**src/rtl/integer_to_ascii_padded_formatter_core_macros.svh**
```systemverilog
// ----------------------------------------------------------------------------
// Integer formatter assertion macros
// Shared concurrent assertion forms used by the formatter RTL.
// ----------------------------------------------------------------------------
`ifndef INTEGER_TO_ASCII_PADDED_FORMATTER_CORE_MACROS_SVH
`define INTEGER_TO_ASCII_PADDED_FORMATTER_CORE_MACROS_SVH

// Antecedent in a cycle implies the consequent in the same cycle.
`define I2A_ASSERT_IMPLIES(label, clk, rst_n, ante, cons) \
    label: assert property (@(posedge clk) disable iff (!rst_n) (ante) |-> (cons)) \
        else $error("assertion failed");

// Antecedent in a cycle implies the consequent in the following cycle.
`define I2A_ASSERT_NEXT(label, clk, rst_n, ante, cons) \
    label: assert property (@(posedge clk) disable iff (!rst_n) (ante) |=> (cons)) \
        else $error("assertion failed");

// Condition holds at every clock edge out of reset.
`define I2A_ASSERT_ALWAYS(label, clk, rst_n, cond) \
    label: assert property (@(posedge clk) disable iff (!rst_n) (cond)) \
        else $error("assertion failed");

`endif

```
**src/rtl/i2a_queue.sv**
```systemverilog
// ----------------------------------------------------------------------------
// Integer formatter item queue
// Two-entry queue that decouples the front end from the back end.
// ----------------------------------------------------------------------------
`timescale 1ns / 1ps
`default_nettype none

module i2a_queue #(
    parameter int DW = 44
) (
    input  wire logic          clk,
    input  wire logic          rst_n,
    input  wire logic          wr_valid,
    output logic               wr_ready,
    input  wire logic [DW-1:0] wr_data,
    output logic               rd_valid,
    input  wire logic          rd_ready,
    output logic [DW-1:0]      rd_data
);

    logic [DW-1:0] mem_reg [2];
    logic          wr_ptr_reg, wr_ptr_next;
    logic          rd_ptr_reg, rd_ptr_next;
    logic [1:0]    cnt_reg, cnt_next;
    logic          push, pop;

    // Status and read port.
    assign wr_ready = (cnt_reg != 2'd2);
    assign rd_valid = (cnt_reg != 2'd0);
    assign rd_data  = mem_reg[rd_ptr_reg];
    assign push     = wr_valid && wr_ready;
    assign pop      = rd_valid && rd_ready;

    // Pointer and fill count updates.
    always_comb
    begin
        wr_ptr_next = push ? ~wr_ptr_reg : wr_ptr_reg;
        rd_ptr_next = pop  ? ~rd_ptr_reg : rd_ptr_reg;
        cnt_next    = cnt_reg + 2'(push) - 2'(pop);
    end

    always_ff @(posedge clk or negedge rst_n)
    begin
        if (!rst_n)
        begin
            wr_ptr_reg <= 1'b0;
            rd_ptr_reg <= 1'b0;
            cnt_reg    <= 2'd0;
        end
        else
        begin
            wr_ptr_reg <= wr_ptr_next;
            rd_ptr_reg <= rd_ptr_next;
            cnt_reg    <= cnt_next;
        end
    end

    // Entry storage.
    always_ff @(posedge clk)
    begin
        if (push)
        begin
            mem_reg[wr_ptr_reg] <= wr_data;
        end
    end

endmodule

`default_nettype wire

```
**config.mk**
```make
export PLATFORM = sky130hd
export DESIGN_NAME = i2a_queue
export DESIGN_NICKNAME = d
export VERILOG_FILES = /design/src/rtl/integer_to_ascii_padded_formatter_core_macros.svh /design/src/rtl/i2a_queue.sv
export SDC_FILE = /design/constraint.sdc
export NUM_CORES = 1
export LEC_CHECK = 0
export ABC_CLOCK_PERIOD_IN_PS = 2600
export BUFFER_PORTS_ARGS = -buffer_cell sky130_fd_sc_hd__buf_2
export CAP_MARGIN = 20
export CORE_UTILIZATION = 47
export DETAILED_ROUTE_END_ITERATION = 10
export GPL_TIMING_DRIVEN = 0
export HOLD_SLACK_MARGIN = 0.08
export PLACE_DENSITY = 0.81
export SLEW_MARGIN = 20
export SYNTH_ARGS = -nofsm -noshare
export SYNTH_HDL_FRONTEND = slang
export SYNTH_SLANG_ARGS = --single-unit
```
**constraint.sdc**
```tcl
create_clock -name clk -period 2.6 [get_ports clk]
set_input_delay 0.26 -clock clk [delete_from_list [all_inputs] [get_ports clk]]
set_output_delay 0.26 -clock clk [all_outputs]
set_load 0.05 [all_outputs]
```
==> results.py <==
metrics = {
    "outcome": {
        "status": "completed",
    },
    "logic_synthesis": {
        "syn_area_um2": 3540,
        "synth_nets": 204,
        "synth_cell_type_count": 15,
        "yosys.area.top_type": "edfxtp_1",
        "yosysTopAreaCellShare_pct": 74.7,
        "synth_area_leaders": "edfxtp_1 (75%), mux2_4 (17%), dfrtp_1 (2.8%)",
        "ys_seq_elements": 92,
        "synth.yosys.warnings": 0,
        "ys_seq_area_share_pct": 77.5,
        "synth_cells": 154,
        "syn_avg_cell_area_um2": 23.0,
    },
    "power_and_ir_drop": {
        "totalPowerFinal_w": 0.00588,
        "p_sw_w": 0.00238,
        "p_per_area_nw_per_um2": 1290,
        "vdd_drop_max_uv": 1130,
        "clock_power_share_pct": 17.7,
        "swShare_pct": 40.5,
        "p_int_w": 0.00350,
        "power_frac_seq_pct": 36.1,
        "total_leakage_power_nw": 1.85,
        "pwr-share-comb_pct": 46.2,
    },
    "die": {
        "rows": 31,
        "die_area_um2": 7880,
        "die_w_um": 88.8,
        "io_pins": 94,
        "start_util_pct": 48.8,
        "core-area_um2": 7250,
        "die_h_um": 88.8,
    },
    "worst_setup_path": {
        "crit_path_start_kind": "register",
        "cp.arrival_ns": 1.56,
        "r2r_cells": 4,
        "slowest_delay_ns": 0.35,
        "crit_fanout": 10,
        "crit_chain": "buf_6 -> buf_6 -> mux2_4 -> buf_2",
        "crit_path_end_kind": "primary output",
        "required_ns": 2.34,
        "cp-endpoint": "rd_data[40]",
        "reg2reg_to": "mem_reg[0][2]",
        "startpoint": "rd_ptr_reg",
        "path_buf_inv": 3,
        "slowest_stage": "dfrtp_1",
        "path_depth": 4,
        "timing.rr.start": "cnt_reg[1]",
        "cp_common_cell": "buf_6",
        "path_class": "register to primary output",
        "path_delay_family": "buffers and inverters",
        "rrSetupSlack_ns": 0.82,
    },
    "grt": {
        "grt_pass1_wl_mm": 8.01,
        "antenna_found_initial": 0,
        "grt_pass1_vias": 1732,
        "grt_max_degree": 25,
        "gr-total-overflow": 0,
        "grt_use_total_pct": 14.5,
    },
    "sta": {
        "finalHoldViolCount": 0,
        "setup_viol": 0,
        "fmax_mhz": 551,
        "rsz0062_at_grt": "no",
        "final.period_utilization_pct": 69.8,
        "fin_tns_setup_ns": 0,
        "fin_crit_ns": 1.82,
        "tightest_slew_ns": 0.651,
        "hold_ws_ns": 0.0967,
        "max_slew_margin_pct": 56.5,
        "drv_slew": 0,
        "skew_ns": 0.0106,
    },
    "clocking": {
        "post-cts-setup-buffers": 0,
        "clockBufferDepth": 2,
        "ctsResizeCount": 0,
        "clkTransAtPathRegs_ns": 0.09,
        "cts_buffers": 9,
        "postCtsHoldBufs": 9,
        "cts_tree": "yes",
        "h-tree-depth": 3,
        "clock_sinks": 92,
        "root_buffer": "clkbuf_8",
        "clk_latency_ns": 0.35,
    },
    "layout": {
        "largest_reg_flops": 88,
        "nFillCells": 536,
        "diodes": 0,
        "post-route-util_pct": 63.1,
        "drive_gt1_share_pct": 57.2,
        "area_growth_pct": 29.4,
        "fin_nets": 328,
    },
    "route": {
        "drtIter0Drc": 45,
        "wl_per_cell_um": 15.0,
        "firstDrtPassIters": 4,
        "drc": 0,
        "vias": 1805,
        "ant_nets": 0,
        "drt_wl_total_mm": 5.74,
        "viasPerCell": 4.73,
    },
    "worst_hold_path": {
        "hold_path.class": "input pin to register",
    },
    "placement": {
        "numPortBuffers": 93,
        "hpwl_mm": 3.88,
        "place_congestion": 0.666,
    },
    "run": {
        "maxCapViolCount": 0,
    },
}
cell families after synthesis:
family / Yosys count / synth area share [%]
flip-flops: 92 / 77.5
multiplexers: 44 / 18.1
buffers and inverters: 6 / 1.70
AND/OR/NAND/NOR: 6 / 0.990
XOR/XNOR: 4 / 0.990
adder cells (fa/ha/maj): 2 / 0.707
metrics by stage:
stage	area, µm²	setup WS [ns]	cells
floorplan	3540	0.00592	154
global placement	4130	-0.168	346
detailed placement	4180	0.778	348
CTS	4490	0.753	373
global route	4580	0.683	382
finish	4580	0.785	382
layout by cell type (no fill, tap or decap):
cell type      count
buf_2             93
edfxtp_1          88
mux2_4            39
dlygate4sd3_1     18
clkbuf_8           9
buf_6              5
mux2_2             5
dfrtp_1            4
xnor2_1            3
ha_1               2
inv_6              2
bufinv_16          2
buf_12             2
or2_1              1
and2_4             1
inv_1              1
nand2b_1           1
nand2_1            1
and3_2             1
nor2_4             1
xor2_1             1
clkinv_4           1
clkbuf_1           1
clkinvlp_4         1
layout make-up:
cell class                      instances  area (µm²)  area share, %
Sequential cell                        92        2740           59.9
Multi-Input combinational cell         56         746           16.3
Timing Repair Buffer                  113         686           15.0
Clock buffer                           10         128           2.79
Tap cell                               99         124           2.70
Clock inverter                          6        93.8           2.05
Buffer                                  5        56.3           1.23
Inverter                                1        3.75         0.0820
routing by layer:
layer	global-route usage, %	share of wire (%)	vias to the layer above
li1	-	-	847
met1	15.1	38	893
met2	26.9	57	55
met3	3.54	3.8	10
met4	7.48	1.8	0
met5	0	0	-
synth_stat cells, drive strengths merged:
| library cell | number |
|---|---|
| and3 | 1 |
| xnor2 | 3 |
| edfxtp | 88 |
| nor2 | 1 |
| buf | 5 |
| or2 | 1 |
| nand2 | 1 |
| ha | 2 |
| inv | 1 |
| dfrtp | 4 |
| nand2b | 1 |
| mux2 | 44 |
| xor2 | 1 |
| and2 | 1 |
worst reg2reg max path, stage by stage, from the launching register on:
cell and delay, ns:
dfrtp_1 0.41, nand2b_1 0.11, nand2_1 0.15, nor2_4 0.54, buf_12 0.27
power groups by stage:
stage | registers, W | logic (W) | clock network (W)
final | 0.00212 | 0.00272 | 0.00104
after global routing | 0.00215 | 0.00286 | 0.00112
after CTS | 0.00213 | 0.00275 | 0.00107
after detailed placement | 0.00216 | 0.00274 | 0
after global placement | 0.00216 | 0.00265 | 0
after floorplan | 0.00214 | 0.00222 | 0
worst min-delay path by stage:
stage	from	endpoint	slack [ns]	depth (start not counted)
6_report	wr_data[31]	mem_reg[1][31]	0.1	1
5_1_grt	wr_data[42]	mem_reg[1][42]	0.08	1
4_1_cts	wr_data[6]	mem_reg[0][6]	0.08	1
3_5_place_dp	rst_n	cnt_reg[0]	0.07	1
3_3_place_gp	rst_n	wr_ptr_reg	0.07	1
2_1_floorplan	rst_n	cnt_reg[0]	-0.04	0
Note: power is estimated with default switching activity, not from simulation.
