### src/rtl/integer_to_ascii_padded_formatter_core_macros.svh
// ----------------------------------------------------------------------------
// Integer formatter assertion macros
// Shared concurrent assertion forms used by the formatter RTL.
// ----------------------------------------------------------------------------
`ifndef INTEGER_TO_ASCII_PADDED_FORMATTER_CORE_MACROS_SVH
`define INTEGER_TO_ASCII_PADDED_FORMATTER_CORE_MACROS_SVH

// Antecedent in a cycle implies the consequent in the same cycle.
`define I2A_ASSERT_IMPLIES(label, clk, rst_n, ante, cons) \
    label: assert property (@(posedge clk) disable iff (!rst_n) (ante) |-> (cons)) \
        else $error("assertion failed");

// Antecedent in a cycle implies the consequent in the following cycle.
`define I2A_ASSERT_NEXT(label, clk, rst_n, ante, cons) \
    label: assert property (@(posedge clk) disable iff (!rst_n) (ante) |=> (cons)) \
        else $error("assertion failed");

// Condition holds at every clock edge out of reset.
`define I2A_ASSERT_ALWAYS(label, clk, rst_n, cond) \
    label: assert property (@(posedge clk) disable iff (!rst_n) (cond)) \
        else $error("assertion failed");

`endif

### src/rtl/i2a_pkg.sv
// ----------------------------------------------------------------------------
// Integer formatter package
// Types, character codes and constants shared by the formatter modules.
// ----------------------------------------------------------------------------
`timescale 1ns / 1ps
`default_nettype none

package i2a_pkg;

    // Conversion modes.
    localparam logic [1:0] MODE_SDEC = 2'd0;
    localparam logic [1:0] MODE_UDEC = 2'd1;
    localparam logic [1:0] MODE_LHEX = 2'd2;
    localparam logic [1:0] MODE_UHEX = 2'd3;

    // Bit positions inside pad_mode.
    localparam int PAD_RIGHT_BIT = 0;
    localparam int PAD_ZERO_BIT  = 1;

    // ASCII codes.
    localparam logic [7:0] CHAR_MINUS   = 8'h2D;
    localparam logic [7:0] CHAR_SPACE   = 8'h20;
    localparam logic [7:0] CHAR_ZERO    = 8'h30;
    localparam logic [7:0] CHAR_LOWER_A = 8'h61;
    localparam logic [7:0] CHAR_UPPER_A = 8'h41;

    // Digit buffer and its index width.
    localparam int DIGIT_BUFFER_LEN = 12;
    localparam int BUF_IDX_W        = $clog2(DIGIT_BUFFER_LEN);

    // Most decimal digits a 32-bit magnitude can have.
    localparam logic [BUF_IDX_W-1:0] DEC_MAX_DIGITS = 4'd10;

    // Divide by ten as multiply by reciprocal: floor(x * 0xCCCCCCCD / 2^35).
    localparam logic [31:0] DEC_RECIP = 32'hCCCC_CCCD;
    localparam int          DEC_SHIFT = 35;
    localparam logic [3:0]  RADIX_DEC = 4'd10;

    // Classified item handed from the front to the back.
    typedef struct packed {
        logic [31:0] mag;
        logic        neg;
        logic        hex;
        logic        upper;
        logic        fill_right;
        logic        fill_zero;
    } item_t;

    // Back-end sequencer states.
    typedef enum logic [2:0] {
        ST_IDLE,
        ST_CONV,
        ST_PLAN,
        ST_SIGN,
        ST_LPAD,
        ST_MINUS,
        ST_DIGIT,
        ST_RPAD
    } state_t;

endpackage

`default_nettype wire

### src/rtl/i2a_front.sv
// ----------------------------------------------------------------------------
// Integer formatter front end
// Accepts input items, classifies them and hands them to the item queue.
// ----------------------------------------------------------------------------
`timescale 1ns / 1ps
`default_nettype none

module i2a_front #(
    parameter int MAX_WIDTH = 32,
    parameter int WW        = 6
) (
    input  wire logic                 s_tvalid,
    output logic                      s_tready,
    input  wire logic [47:0]          s_tdata,   // value[31:0], mode, field_width, pad_mode
    output logic                      q_valid,
    input  wire logic                 q_ready,
    output i2a_pkg::item_t            q_item,
    output logic [WW-1:0]             q_width
);

    localparam logic [6:0] MAX_W7 = 7'(MAX_WIDTH);

    logic [31:0] value;
    logic [1:0]  mode;
    logic [5:0]  field_width;
    logic [1:0]  pad_mode;
    logic [6:0]  width_sat;

    // Unpack the payload fields.
    assign value       = s_tdata[31:0];
    assign mode        = s_tdata[33:32];
    assign field_width = s_tdata[39:34];
    assign pad_mode    = s_tdata[41:40];

    // Handshake passes straight through to the queue.
    assign q_valid  = s_tvalid;
    assign s_tready = q_ready;

    // Saturate the field width to the largest allowed width.
    assign width_sat = (7'(field_width) > MAX_W7) ? MAX_W7 : 7'(field_width);
    assign q_width   = width_sat[WW-1:0];

    // Classify: sign, magnitude, radix and letter case.
    always_comb
    begin
        q_item.neg        = (mode == i2a_pkg::MODE_SDEC) && value[31];
        q_item.mag        = q_item.neg ? (32'd0 - value) : value;
        q_item.hex        = (mode == i2a_pkg::MODE_LHEX) || (mode == i2a_pkg::MODE_UHEX);
        q_item.upper      = (mode == i2a_pkg::MODE_UHEX);
        q_item.fill_right = pad_mode[i2a_pkg::PAD_RIGHT_BIT];
        q_item.fill_zero  = pad_mode[i2a_pkg::PAD_ZERO_BIT];
    end

endmodule

`default_nettype wire

### config.mk
export PLATFORM = sky130hd
export DESIGN_NAME = i2a_front
export DESIGN_NICKNAME = d
export VERILOG_FILES = /design/src/rtl/integer_to_ascii_padded_formatter_core_macros.svh /design/src/rtl/i2a_pkg.sv /design/src/rtl/i2a_front.sv
export SDC_FILE = /design/constraint.sdc
export NUM_CORES = 1
export LEC_CHECK = 0
export ABC_AREA = 1
export BUFFER_PORTS_ARGS = -buffer_cell sky130_fd_sc_hd__buf_4
export CORE_MARGIN = 3
export CORE_UTILIZATION = 38
export DETAILED_ROUTE_END_ITERATION = 6
export PLACE_DENSITY = 0.83
export SYNTH_ARGS = -nofsm -noshare
export SYNTH_HDL_FRONTEND = slang
export SYNTH_SLANG_ARGS = --single-unit
### constraint.sdc
create_clock -name vclk -period 1
set_input_delay 0.1 -clock vclk [all_inputs]
set_output_delay 0.1 -clock vclk [all_outputs]
set_load 0.005 [all_outputs]
==> results.sh <==
export IMPL_nClkBuffers=0
export IMPL_synth_simple_area_share_pct=65.9
export IMPL_place_hpwl_um=3710
export IMPL_io_pins=95
export IMPL_holdWs_ns=0.200
export IMPL_synthMostInstantiatedCell="nand2_1"
export IMPL_yosysTopAreaCellShare_pct=26.9
export IMPL_dieArea_um2=3900
export IMPL_ir_drop_mv=0.295
export IMPL_ant_nets=0
export IMPL_max_slew_margin_pct=80.0
export IMPL_p_leak_nw=1.34
export IMPL_start_util_pct=41.8
export IMPL_synth_top_family_by_area="simple AND/OR/NAND/NOR gates"
export IMPL_num_vias=2156
export IMPL_ff_latch_area_um2=0
export IMPL_drtIter0Drc=218
export IMPL_min_period_ns=1.37
export IMPL_avgSynthCellArea_um2=4.89
export IMPL_crit_chain="buf_8, nor2_4, nand2_8, buf_12, nor2_4, buf_6, xor2_1, buf_4"
export IMPL_synth_cells=248
export IMPL_power_density_nw_per_um2=445
export IMPL_fin_crit_sh_pct=137
export IMPL_finalHoldViolations=0
export IMPL_setup_tns_ns=-7.46
export IMPL_num_rows=19
export IMPL_antenna_cells=0
export IMPL_synth_fa_ha_area_share_pct=1.03
export IMPL_syn_cell_area_um2=1210
export IMPL_fin_nets=418
export IMPL_end_kind="output pin"
export IMPL_grtUsageTotal_pct=27.0
export IMPL_fmax_ghz=0.731
export IMPL_synth_compound_area_share_pct=8.05
export IMPL_cp_arrival_ns=1.27
export IMPL_cp_slowest_stage_delay_ns=0.18
export IMPL_cpLargestDelayFamily="buffers and inverters"
export IMPL_drc=0
export IMPL_ys_seq_area_share_pct=0
export IMPL_synth_area_mux_share_pct=0
export IMPL_tightest_slew_ns=0.297
export IMPL_yosysWarnings=0
export IMPL_cp_num_buf_inv=4
export IMPL_violations="negative setup slack"
export IMPL_grt_max_degree=19
export IMPL_gp_congestion=0.902
export IMPL_setup_slack_ns=-0.369
export IMPL_rsz0062_at_grt="yes"
export IMPL_critical_path_class="primary input to output pin"
export IMPL_antenna_found_initial=0
export IMPL_drtPass1Iterations=5
export IMPL_die_x_um=62.5
export IMPL_stdcell_count=407
export IMPL_maxCapViolations=0
export IMPL_final_layout_size_suffix_gt1_share_pct=57.0
export IMPL_wl_per_cell_um=16.8
export IMPL_finalSetupViolCount=31
export IMPL_min_path_type="primary input to output pin"
export IMPL_syn_to_final_growth_pct=117
export IMPL_synth_top_area_cell="nand2_1"
export IMPL_ys_top_cells_by_area="nand2_1 (27%), nor2_1 (15%), inv_1 (8.4%), nor2_2 (7.7%), xor2_1 (7.2%)"
export IMPL_synth_cell_type_count=21
export IMPL_critPathSlowestCell="xor2_1"
export IMPL_coreArea_um2=2900
export IMPL_dpl_cell_count=399
export IMPL_die_y_um=62.5
export IMPL_grt_overflow=0
export IMPL_synth_nets=299
export IMPL_design_seq_count=0
export IMPL_grt_pass1_wl_um=8960
export IMPL_numPortBuffers=81
export IMPL_path_max_fanout=6
export IMPL_synthTopCellsByCount="nand2_1 (87), nor2_1 (47), inv_1 (27)"
export IMPL_path_common_cell="nor2_4"
export IMPL_grt_pass1_vias=1978
export IMPL_cp_start_kind="primary input"
export IMPL_required_ns=0.90
export IMPL_viasPerCell=5.30
export IMPL_synth_xor_area_share_pct=10.1
export IMPL_wl_um=6840
export IMPL_status="complete, but fails checks"
export IMPL_slew_violations=0
-- logic make-up (layout without fill, tap and decap cells) --
group,after synthesis,after routing
adders and majority gates,1,1
and+or+nand+nor,179,179
AOI/OAI and AO/OA,16,16
buffers and inverters,38,155
xor gates and xnor gates,14,14
-- placed cells by master (no fill, tap or decap), drive strengths merged --
cell type,n
ha,1
nor2,69
xnor2,4
nand3,16
a21boi,1
nand4,3
xor2,10
nand2,91
o21ai,10
a21oi,5
buf,127
inv,27
clkinv,1
-- stage by stage --
stage	setup WS, ns	cell area, µm²	utilization [%]	power, mW
2_1_floorplan	-0.00651	1240	-	0.373
3_3_place_gp	-0.341	2110	72.8	0.870
3_5_place_dp	-0.377	2110	72.8	0.891
4_1_cts	-0.235	2440	84.0	1.02
5_1_grt	-0.372	2630	90.5	1.24
6_report	-0.369	2630	90.5	1.17
-- repair_timing --
| item | in CTS | in global routing |
|---|---|---|
| resized for setup | 69 | 49 |
| hold buffers | 0 | 0 |
| buffers inserted | 4 | 3 |
| cloned | 1 | 0 |
| endpoints found under the setup margin | 32 | 31 |
| pin swaps | 34 | 18 |
-- path summary, 6_finish.rpt --
kind | depth (start not counted) | slack [ns] | to | startpoint
setup / recovery | 8 | -0.37 | q_item[11] | s_tdata[32]
hold / removal | 0 | 0.20 | q_valid | s_tvalid
-- routing by layer --
layer / vias up / global-route usage, % / wire (µm)
li1: 987 / - / -
met1: 981 / 30.2 / 2390
met2: 156 / 53.5 / 3610
met3: 32 / 2.34 / 515
met4: 0 / 6.89 / 325
met5: - / 0 / 0
-- cell type report --
class	count	area, µm²
repair buffers	127	1070
fillers	147	275
inverters	28	125
well taps	42	52.6
multi-input cells	210	1380
-- power by group --
group          total, mW  leakage (nW)  internal, mW  switching, mW
Combinational       1.17          1.34         0.599          0.569
Sequential             0             0             0              0
Clock                  0             0             0              0
Total               1.17          1.34         0.599          0.569
No activity file was read; power rests on OpenSTA's default activity.
